==> config.mk <==
export PLATFORM = sky130hd
export DESIGN_NAME = fifo_vertex_cache_miss_ratio_unit
export DESIGN_NICKNAME = d
export VERILOG_FILES = /design/src/fvcmr_pkg.sv /design/src/fvcmr_div.sv /design/src/fvcmr_dpath.sv /design/src/fvcmr_ctrl.sv /design/src/fifo_vertex_cache_miss_ratio_unit.sv
export SDC_FILE = /design/constraint.sdc
export NUM_CORES = 2
export LEC_CHECK = 0
export BUFFER_PORTS_ARGS = -buffer_cell sky130_fd_sc_hd__clkbuf_2
export CAP_MARGIN = 20
export CORE_AREA = 5 5 323 262
export DETAILED_ROUTE_END_ITERATION = 8
export DIE_AREA = 0 0 328 267
export PLACE_DENSITY_LB_ADDON = 0.3
export SLEW_MARGIN = 20
export SYNTH_ARGS = -nofsm -noshare
export SYNTH_HDL_FRONTEND = slang
export SYNTH_SLANG_ARGS = --single-unit
==> constraint.sdc <==
create_clock -name clk -period 6.9 [get_ports clk]
set_clock_uncertainty 0.1 [all_clocks]
set_input_delay 1.38 -clock clk [delete_from_list [all_inputs] [get_ports clk]]
set_output_delay 1.38 -clock clk [all_outputs]
set_load 0.05 [all_outputs]
==> src/fvcmr_pkg.sv <==
// Shared types and constants for the FIFO vertex cache miss ratio unit.
// Used by the controller, the datapath and the top level; depends on nothing.
package fvcmr_pkg;

  localparam int CFG_W     = 6;
  localparam int INDEX_W   = 16;
  localparam int CNT_OUT_W = 24;
  localparam int RATIO_W   = 11;
  localparam int FRAC_BITS = 8;

  localparam logic [CFG_W-1:0]   CACHE_SIZE_RESET = 6'd16;
  localparam logic [RATIO_W-1:0] RATIO_MAX        = 11'd2047;
  localparam int                 TRI_DIV          = 3;

  typedef enum logic [1:0] {
    ST_IDLE,
    ST_TRI,
    ST_RATIO,
    ST_OUT
  } fvcmr_state_t;

  typedef struct packed {
    logic accept;
    logic start_ratio;
    logic load_final;
  } fvcmr_cmd_t;

  typedef struct packed {
    logic out_free;
    logic div_done;
  } fvcmr_stat_t;

endpackage

==> src/fvcmr_div.sv <==
// Bit-serial restoring divider, one quotient bit per clock.
// Used by the datapath; no package dependencies.
module fvcmr_div #(
  parameter int DVD_W = 32,
  parameter int DVS_W = 24
) (
  input  logic             clk,
  input  logic             rst_n,
  input  logic             start,
  input  logic [DVD_W-1:0] dividend,
  input  logic [DVS_W-1:0] divisor,
  output logic [DVD_W-1:0] quotient,
  output logic             done
);

  localparam int CNT_W = $clog2(DVD_W + 1);

  logic [DVS_W-1:0] rem_r, rem_nxt;
  logic [DVD_W-1:0] quo_r, quo_nxt;
  logic [DVS_W-1:0] dvs_r;
  logic [CNT_W-1:0] cnt_r, cnt_nxt;
  logic             busy_r, busy_nxt;
  logic             done_r, done_nxt;
  logic [DVS_W:0]   trial;
  logic             fits;

  always_comb begin
    trial = {rem_r, quo_r[DVD_W-1]};
    fits  = trial >= {1'b0, dvs_r};
  end

  always_comb begin
    rem_nxt  = rem_r;
    quo_nxt  = quo_r;
    cnt_nxt  = cnt_r;
    busy_nxt = busy_r;
    done_nxt = 1'b0;
    if (start) begin
      rem_nxt  = '0;
      quo_nxt  = dividend;
      cnt_nxt  = CNT_W'(DVD_W);
      busy_nxt = 1'b1;
    end else if (busy_r) begin
      if (fits) begin
        rem_nxt = DVS_W'(trial - {1'b0, dvs_r});
      end else begin
        rem_nxt = trial[DVS_W-1:0];
      end
      quo_nxt = {quo_r[DVD_W-2:0], fits};
      cnt_nxt = cnt_r - 1'b1;
      if (cnt_r == CNT_W'(1)) begin
        busy_nxt = 1'b0;
        done_nxt = 1'b1;
      end
    end
  end

  always_ff @(posedge clk) begin
    if (!rst_n) begin
      busy_r <= 1'b0;
      done_r <= 1'b0;
      cnt_r  <= '0;
    end else begin
      busy_r <= busy_nxt;
      done_r <= done_nxt;
      cnt_r  <= cnt_nxt;
    end
  end

  always_ff @(posedge clk) begin
    rem_r <= rem_nxt;
    quo_r <= quo_nxt;
    if (start) begin
      dvs_r <= divisor;
    end
  end

  assign quotient = quo_r;
  assign done     = done_r;

endmodule

==> src/fvcmr_dpath.sv <==
// Datapath: cache entries, parallel compare, counters, divider and output register.
// Depends on fvcmr_pkg and fvcmr_div.
module fvcmr_dpath #(
  parameter int CACHE_DEPTH = 32,
  parameter int COUNT_BITS  = 24
) (
  input  logic                                 clk,
  input  logic                                 rst_n,
  input  logic                                 cfg_we,
  input  logic [fvcmr_pkg::CFG_W-1:0]          cfg_wdata,
  input  logic [fvcmr_pkg::INDEX_W-1:0]        in_vertex_index,
  input  logic                                 in_last_index,
  input  fvcmr_pkg::fvcmr_cmd_t                cmd,
  output fvcmr_pkg::fvcmr_stat_t               stat,
  input  logic                                 out_stall,
  output logic                                 out_valid,
  output logic                                 out_hit,
  output logic [fvcmr_pkg::CNT_OUT_W-1:0]      out_miss_count,
  output logic [fvcmr_pkg::CNT_OUT_W-1:0]      out_index_count,
  output logic                                 out_done_res,
  output logic [fvcmr_pkg::RATIO_W-1:0]        out_miss_ratio,
  output logic                                 out_no_triangles
);
  import fvcmr_pkg::*;

  localparam int PTR_W = (CACHE_DEPTH > 1) ? $clog2(CACHE_DEPTH) : 1;
  localparam int SZ_W  = $clog2(CACHE_DEPTH + 1);
  localparam int DW    = COUNT_BITS + FRAC_BITS;
  localparam longint unsigned TRI_RECIP =
    ((64'd1 << (COUNT_BITS + 1)) + 64'(TRI_DIV - 1)) / 64'(TRI_DIV);

  logic [CFG_W-1:0]      cache_size_r;
  logic [INDEX_W-1:0]    entry_r [CACHE_DEPTH];
  logic [CACHE_DEPTH-1:0] valid_r, valid_nxt;
  logic [PTR_W-1:0]      ptr_r, ptr_nxt, ptr_eff;
  logic [COUNT_BITS-1:0] miss_r, miss_nxt, idx_r, idx_nxt;
  logic [SZ_W-1:0]       size_eff;
  logic [CACHE_DEPTH-1:0] match;
  logic                  hit;
  logic                  wr_entry;

  logic                  last_hit_r;
  logic [COUNT_BITS-1:0] last_miss_r, last_idx_r;
  logic                  no_tri_r;

  logic [2*COUNT_BITS-1:0] tri_prod;
  logic [COUNT_BITS-1:0]   tri_cnt;

  logic                  div_start;
  logic [DW-1:0]         div_dividend, div_quotient;
  logic [COUNT_BITS-1:0] div_divisor;
  logic                  div_done;
  logic [RATIO_W-1:0]    ratio_sat;

  logic                  out_valid_r, out_valid_nxt;
  logic                  out_hit_r, out_done_r, out_no_tri_r;
  logic [COUNT_BITS-1:0] out_miss_r, out_idx_r;
  logic [RATIO_W-1:0]    out_ratio_r;
  logic [31:0]           miss_wide, idx_wide;
  logic                  out_free;

  always_comb begin
    if (cache_size_r == '0) begin
      size_eff = SZ_W'(1);
    end else if (int'(cache_size_r) > CACHE_DEPTH) begin
      size_eff = SZ_W'(CACHE_DEPTH);
    end else begin
      size_eff = SZ_W'(cache_size_r);
    end
    if (int'(ptr_r) >= int'(size_eff)) begin
      ptr_eff = '0;
    end else begin
      ptr_eff = ptr_r;
    end
  end

  always_comb begin
    for (int j = 0; j < CACHE_DEPTH; j++) begin
      match[j] = valid_r[j] && (entry_r[j] == in_vertex_index) && (j < int'(size_eff));
    end
    hit = |match;
  end

  always_comb begin
    miss_nxt = miss_r;
    if (!hit && !(&miss_r)) begin
      miss_nxt = miss_r + 1'b1;
    end
    idx_nxt = idx_r;
    if (!(&idx_r)) begin
      idx_nxt = idx_r + 1'b1;
    end
    if (hit) begin
      ptr_nxt = ptr_eff;
    end else if (int'(ptr_eff) + 1 >= int'(size_eff)) begin
      ptr_nxt = '0;
    end else begin
      ptr_nxt = ptr_eff + 1'b1;
    end
    wr_entry  = cmd.accept && !in_last_index && !hit;
    valid_nxt = valid_r;
    if (wr_entry) begin
      valid_nxt[ptr_eff] = 1'b1;
    end
  end

  // The triangle count is the index count times a rounded-up reciprocal of three.
  always_comb begin
    tri_prod = {{COUNT_BITS{1'b0}}, last_idx_r} *
               {{COUNT_BITS{1'b0}}, COUNT_BITS'(TRI_RECIP)};
    tri_cnt  = COUNT_BITS'(tri_prod >> (COUNT_BITS + 1));
  end

  always_ff @(posedge clk) begin
    if (!rst_n) begin
      cache_size_r <= CACHE_SIZE_RESET;
      valid_r      <= '0;
      ptr_r        <= '0;
      miss_r       <= '0;
      idx_r        <= '0;
      no_tri_r     <= 1'b0;
    end else begin
      if (cfg_we) begin
        cache_size_r <= cfg_wdata;
      end
      if (cmd.accept) begin
        if (in_last_index) begin
          valid_r <= '0;
          ptr_r   <= '0;
          miss_r  <= '0;
          idx_r   <= '0;
        end else begin
          valid_r <= valid_nxt;
          ptr_r   <= ptr_nxt;
          miss_r  <= miss_nxt;
          idx_r   <= idx_nxt;
        end
      end
      if (cmd.start_ratio) begin
        no_tri_r <= (tri_cnt == '0);
      end
    end
  end

  always_ff @(posedge clk) begin
    if (wr_entry) begin
      entry_r[ptr_eff] <= in_vertex_index;
    end
    if (cmd.accept && in_last_index) begin
      last_hit_r  <= hit;
      last_miss_r <= miss_nxt;
      last_idx_r  <= idx_nxt;
    end
  end

  always_comb begin
    div_start    = cmd.start_ratio;
    div_dividend = {last_miss_r, FRAC_BITS'(0)};
    div_divisor  = tri_cnt;
  end

  fvcmr_div #(
    .DVD_W(DW),
    .DVS_W(COUNT_BITS)
  ) u_div (
    .clk     (clk),
    .rst_n   (rst_n),
    .start   (div_start),
    .dividend(div_dividend),
    .divisor (div_divisor),
    .quotient(div_quotient),
    .done    (div_done)
  );

  // With fewer than three indices the divisor is zero and the quotient is ignored.
  always_comb begin
    if (div_quotient > DW'(RATIO_MAX)) begin
      ratio_sat = RATIO_MAX;
    end else begin
      ratio_sat = div_quotient[RATIO_W-1:0];
    end
  end

  always_comb begin
    out_free      = !out_valid_r || !out_stall;
    out_valid_nxt = out_valid_r && out_stall;
    if ((cmd.accept && !in_last_index) || cmd.load_final) begin
      out_valid_nxt = 1'b1;
    end
  end

  always_ff @(posedge clk) begin
    if (!rst_n) begin
      out_valid_r <= 1'b0;
    end else begin
      out_valid_r <= out_valid_nxt;
    end
  end

  always_ff @(posedge clk) begin
    if (cmd.accept && !in_last_index) begin
      out_hit_r    <= hit;
      out_miss_r   <= miss_nxt;
      out_idx_r    <= idx_nxt;
      out_done_r   <= 1'b0;
      out_ratio_r  <= '0;
      out_no_tri_r <= 1'b0;
    end else if (cmd.load_final) begin
      out_hit_r    <= last_hit_r;
      out_miss_r   <= last_miss_r;
      out_idx_r    <= last_idx_r;
      out_done_r   <= 1'b1;
      out_ratio_r  <= no_tri_r ? '0 : ratio_sat;
      out_no_tri_r <= no_tri_r;
    end
  end

  assign miss_wide = 32'(out_miss_r);
  assign idx_wide  = 32'(out_idx_r);

  assign stat.out_free = out_free;
  assign stat.div_done = div_done;

  assign out_valid        = out_valid_r;
  assign out_hit          = out_hit_r;
  assign out_miss_count   = miss_wide[CNT_OUT_W-1:0];
  assign out_index_count  = idx_wide[CNT_OUT_W-1:0];
  assign out_done_res     = out_done_r;
  assign out_miss_ratio   = out_ratio_r;
  assign out_no_triangles = out_no_tri_r;

endmodule

==> src/fvcmr_ctrl.sv <==
// Controller state machine: input handshake and end-of-sequence divide sequencing.
// Depends on fvcmr_pkg.
module fvcmr_ctrl (
  input  logic                   clk,
  input  logic                   rst_n,
  input  logic                   in_valid,
  input  logic                   in_last_index,
  input  fvcmr_pkg::fvcmr_stat_t stat,
  output logic                   in_stall,
  output fvcmr_pkg::fvcmr_cmd_t  cmd
);
  import fvcmr_pkg::*;

  fvcmr_state_t state_r, state_nxt;
  logic         accept;

  assign accept = in_valid && !in_stall;

  always_comb begin
    state_nxt = state_r;
    unique case (state_r)
      ST_IDLE: begin
        if (accept && in_last_index) begin
          state_nxt = ST_TRI;
        end
      end
      ST_TRI: begin
        state_nxt = ST_RATIO;
      end
      ST_RATIO: begin
        if (stat.div_done) begin
          state_nxt = ST_OUT;
        end
      end
      ST_OUT: begin
        if (stat.out_free) begin
          state_nxt = ST_IDLE;
        end
      end
      default: begin
        state_nxt = ST_IDLE;
      end
    endcase
  end

  always_comb begin
    in_stall        = 1'b1;
    cmd.accept      = 1'b0;
    cmd.start_ratio = 1'b0;
    cmd.load_final  = 1'b0;
    unique case (state_r)
      ST_IDLE: begin
        in_stall   = !stat.out_free;
        cmd.accept = accept;
      end
      ST_TRI: begin
        cmd.start_ratio = 1'b1;
      end
      ST_RATIO: begin
      end
      ST_OUT: begin
        cmd.load_final = stat.out_free;
      end
      default: begin
      end
    endcase
  end

  always_ff @(posedge clk) begin
    if (!rst_n) begin
      state_r <= ST_IDLE;
    end else begin
      state_r <= state_nxt;
    end
  end

endmodule

==> src/fifo_vertex_cache_miss_ratio_unit.sv <==
// Top level of the FIFO vertex cache miss ratio unit.
// Instantiates fvcmr_ctrl and fvcmr_dpath; depends on fvcmr_pkg.

// A FIFO post-transform vertex cache over a stream of 16-bit indices. An index
// that is not marked last is loaded into the output register at the edge that
// accepts it, so such indices flow at one per cycle while the output side keeps
// up. For the last index of a sequence the triangle count comes from a
// reciprocal multiply, and then a bit-serial divider forms misses over
// triangles, one quotient bit per cycle. Its transaction is loaded in state
// ST_OUT, after ST_TRI and ST_RATIO, and the next index is accepted only back in
// ST_IDLE; a stalled output lengthens both. After the last index the cache and
// the counts are clear; the cache size register keeps its value, and the user
// must write it only while idle, since the block itself does not enforce this.
module fifo_vertex_cache_miss_ratio_unit #(
  parameter int CACHE_DEPTH = 32,
  parameter int COUNT_BITS  = 24
) (
  input  logic                             clk,
  input  logic                             rst_n,
  input  logic                             cfg_we,
  input  logic [fvcmr_pkg::CFG_W-1:0]      cfg_wdata,
  input  logic                             in_valid,
  output logic                             in_stall,
  input  logic [fvcmr_pkg::INDEX_W-1:0]    in_vertex_index,
  input  logic                             in_last_index,
  output logic                             out_valid,
  input  logic                             out_stall,
  output logic                             out_hit,
  output logic [fvcmr_pkg::CNT_OUT_W-1:0]  out_miss_count,
  output logic [fvcmr_pkg::CNT_OUT_W-1:0]  out_index_count,
  output logic                             out_done_res,
  output logic [fvcmr_pkg::RATIO_W-1:0]    out_miss_ratio,
  output logic                             out_no_triangles
);
  import fvcmr_pkg::*;

  fvcmr_cmd_t  cmd;
  fvcmr_stat_t stat;

  fvcmr_ctrl u_ctrl (
    .clk          (clk),
    .rst_n        (rst_n),
    .in_valid     (in_valid),
    .in_last_index(in_last_index),
    .stat         (stat),
    .in_stall     (in_stall),
    .cmd          (cmd)
  );

  fvcmr_dpath #(
    .CACHE_DEPTH(CACHE_DEPTH),
    .COUNT_BITS (COUNT_BITS)
  ) u_dpath (
    .clk             (clk),
    .rst_n           (rst_n),
    .cfg_we          (cfg_we),
    .cfg_wdata       (cfg_wdata),
    .in_vertex_index (in_vertex_index),
    .in_last_index   (in_last_index),
    .cmd             (cmd),
    .stat            (stat),
    .out_stall       (out_stall),
    .out_valid       (out_valid),
    .out_hit         (out_hit),
    .out_miss_count  (out_miss_count),
    .out_index_count (out_index_count),
    .out_done_res    (out_done_res),
    .out_miss_ratio  (out_miss_ratio),
    .out_no_triangles(out_no_triangles)
  );

endmodule
==> metrics.md <==
| Metric | Value |
|---|---|
| Design Area, Final | `0.05273 mm2` |
| Worst Setup SP | `u_dpath.last_idx_r[8]` |
| R2r endpoint | `u_dpath.no_tri_r` |
| Synth Area in Simple Gates | `9.743%` |
| Fmax | `0.1483 GHz` |
| CP Launch Type | `flip-flop` |
| Synth Cell Area | `0.04654 mm2` |
| Async SR Flop Fraction | `0%` |
| Final min period | `6743 ps` |
| Multi-input gate area | `0.02199 mm2` |
| Sequential area share after synthesis | `48.76%` |
| Final Hold Vio Count | `0` |
| Synth Area in Compound Gates | `6.998%` |
| Max-slew violation count | `0` |
| XOR/XNOR Fraction of Synth Area | `10.97%` |
| Post-layout util | `64.88%` |
| Vias in the first global route | `30514` |
| Core Rows | `94` |
| Area after DPL | `0.04912 mm2` |
| Worst-path cell chain | `ha_4 > fa_1 > inv_2 > fa_1 > fa_1 > fa_1 > inv_1 > fa_1 > inv_1 > fa_1 > inv_2 > ha_4 > a21oi_4 > o21ai_1 > a221o_1 > or3b_4 > a211o_4 > a31oi_4 > xnor2_2 > nor4_2 > nand4_1 > o21ai_1` |
| Root Driver | `clkbuf_16` |
| Yosys Warn Count | `0` |
| R2R Path Start | `u_dpath.last_idx_r[8]` |
| Clock buffer count from CTS | `82` |
| Vias after detailed routing | `30767` |
| Critical path's slowest cell | `fa_1` |
| Dpl hpwl | `81.63 mm` |
| GR Util All Layers | `26.59%` |
| GRT overflow | `0` |
| Min-delay worst type | `reg2reg` |
| WP buf/inv | `4` |
| Die Ht | `267 um` |
| Post-Route WL | `116.7 mm` |
| Max cap viols | `0` |
| CTS tree | `yes` |
| Avg Synthesized Cell Area | `11.91 um2` |
| Syn nets | `4455` |
| Worst slew margin | `18.82%` |
| Largest family of logic cells by synthesized area | `adder cells` |
| R2R cell count | `22` |
| Final ANT Viol Nets | `0` |
| First-pass GRT wire length | `179.5 mm` |
| Mux contribution to synthesized area | `0.7985%` |
| Status | `finished clean` |
| Worst-margin pin slew | `1201 ps` |
| Period utilisation layout | `97.72%` |
| Average routed wire per standard cell | `21.95 um` |
| Post-layout nets | `4691` |
| WS Path Type | `reg2reg` |
| Critical path's top delay family | `adder cells` |
| Synth Instances | `3907` |
| RD Place Congestion | `0.9829` |
| Crit-path most repeated cell | `fa_1` |
| Adder-cell area share of the yosys netlist | `17.50%` |
| Clk_lat worst skew | `660 ps` |
| Fill count | `6142` |
| Endpoint class of the critical path | `flip-flop` |
| Clock transition at path regs | `60 ps` |
| DRT Pass-1 Iters | `5` |
| Number of synthesized register bits | `805` |
| # diodes | `0` |
| Port bufs | `91` |
| Post-synth EDFFs | `657` |
| Initial Util | `57.27%` |
| Worst setup path endpoint | `u_dpath.no_tri_r` |
| R2r setup slk | `160 ps` |
| Largest net degree at the start of global routing | `60` |
| Initial antenna violation count | `2` |
| Slowest cell delay on critical path | `560 ps` |
| Die area | `0.08758 mm2` |
| Core Region | `0.08127 mm2` |
| Most used DFF post-synth | `edfxtp_1` |
| Clock tree buffer depth | `3` |
| H-tree depth | `3` |
| Distinct cells, synth | `79` |
| FF+latch area | `0.02269 mm2` |
| Boundary Pins | `92` |
| Die X | `328 um` |
| Sinks on Clock Net | `805` |
| Final setup vio count | `0` |
| Via-to-Cell Ratio | `5.788` |
| Required time worst endpoint | `7370 ps` |
| Area Overhead vs Synth | `13.29%` |
| Worst EP arrival | `7210 ps` |
| Setup TNS | `0 ps` |
| Critical path depth | `22` |
| Starting DRC count in detailed routing | `2671` |
| DRC Markers | `0` |
| Crit-path max FO | `5` |
| Layout cells sized above 1 | `13.27%` |
| Fin Hold WS | `355.4 ps` |
[flip-flops by register name (all words and copies together) (netlist names), 2 cells and up]
signal                   cells
u_dpath.idx_r               24
u_dpath.u_div.quotient      32
u_dpath.ptr_r                5
u_dpath.u_div.cnt_r          6
u_dpath.last_miss_r         24
u_dpath.last_idx_r          24
u_dpath.out_index_count     24
u_dpath.u_div.dvs_r         23
u_dpath.cache_size_r         6
u_dpath.valid_r             32
u_dpath.out_miss_ratio      11
u_dpath.miss_r              24
u_dpath.out_miss_count      24
u_dpath.u_div.rem_r         24
u_dpath.entry_r            512
u_ctrl.state_r               2
[worst min path at each step]
stage / start / slack, ps / end / depth (start not counted)
2_1_floorplan: u_dpath.valid_r[21] / 330 / u_dpath.valid_r[21] / 1
3_3_place_gp: u_dpath.out_miss_ratio[8] / 340 / u_dpath.out_miss_ratio[8] / 2
3_5_place_dp: u_dpath.out_miss_ratio[8] / 340 / u_dpath.out_miss_ratio[8] / 2
4_1_cts: u_dpath.out_miss_ratio[8] / 360 / u_dpath.out_miss_ratio[8] / 2
5_1_grt: u_dpath.out_miss_ratio[3] / 380 / u_dpath.out_miss_ratio[3] / 2
6_report: u_dpath.out_miss_ratio[8] / 360 / u_dpath.out_miss_ratio[8] / 2
[area by class of cell]
cell class / instances / area share, %
Tap cell: 1104 / 2.620
Clock inverter: 40 / 0.8756
Sequential cell: 805 / 43.04
Multi-Input combinational cell: 2493 / 41.70
Clock buffer: 113 / 4.366
Inverter: 455 / 3.239
Timing Repair Buffer: 306 / 4.157
[synthesized netlist by cell type, types with 56 or more instances]
library cell,n,area [um2]
nor4_1,56,350.3
nand4_1,116,725.7
nand2_1,191,716.9
fa_1,218,4364
o21ai_0,77,385.4
nor3_1,64,320.3
xor2_1,194,1699
nand3_1,79,395.4
nor2_1,178,668.1
a21oi_1,93,465.5
edfxtp_1,657,19730
xnor2_1,389,3407
ha_1,302,3779
dfxtp_1,148,2963
inv_1,455,1708
clkbuf_1,76,285.3
[cell usage in the layout (no fill, tap or decap), types with 43 or more instances in the layout]
cell       netlist  layout
ha_1           302     274
edfxtp_1       657     657
dfxtp_1        148     147
o21a_1          43      43
and3_1          55      55
nor2_1         178     173
o21ai_0         77      73
clkbuf_16        0      85
xor2_1         194     194
nor3_1          64      59
inv_1          455     449
xnor2_1        389     388
nand4_1        116     116
fa_1           218     209
buf_4           19     223
nor4_1          56      54
nand3_1         79      78
clkbuf_2         1      75
a21oi_1         93      83
nand2_1        191     190
[layer usage]
metal | up-vias | track usage, % | routed length (um)
li1 | 14192 | - | -
met1 | 15234 | 38.38 | 51050
met2 | 1166 | 41.48 | 52840
met3 | 175 | 5.993 | 10060
met4 | 0 | 6.532 | 2748
met5 | - | 0 | 0
[through the flow]
stage                     cells  setup WS, ps
after floorplan            3907         293.5
after global placement     5123        -67.41
after detailed placement   5123        -77.75
after CTS                  5283         2.665
after global routing       5316        -34.69
final                      5316         157.1
[logic make-up (layout without fill, tap and decap cells)]
logic type / after synthesis / count (layout)
and+or+nand+nor: 878 / 878
DFF: 805 / 805
buffers and inverters: 609 / 914
xor gates and xnor gates: 583 / 583
adders and majority gates: 520 / 520
AOI/OAI and AO/OA: 477 / 477
muxes: 35 / 35
[worst min-delay path, cell delays in order, from the launching register on]
cell and delay, ps:
dfxtp_1 330, nand2_1 40, o21ai_0 50
[timing repair]
item / 4_1_cts / 5_1_grt
gates cloned: 0 / 0
resized for setup: 10 / 88
pin swaps: 4 / 51
setup endpoints to repair: 1 / 9
buffers inserted: 7 / 33
hold buffers: 0 / 0
Power is left out: the tool's default activity adds up to more than one toggle a clock period on the data nets, which glitch-free logic cannot reach.
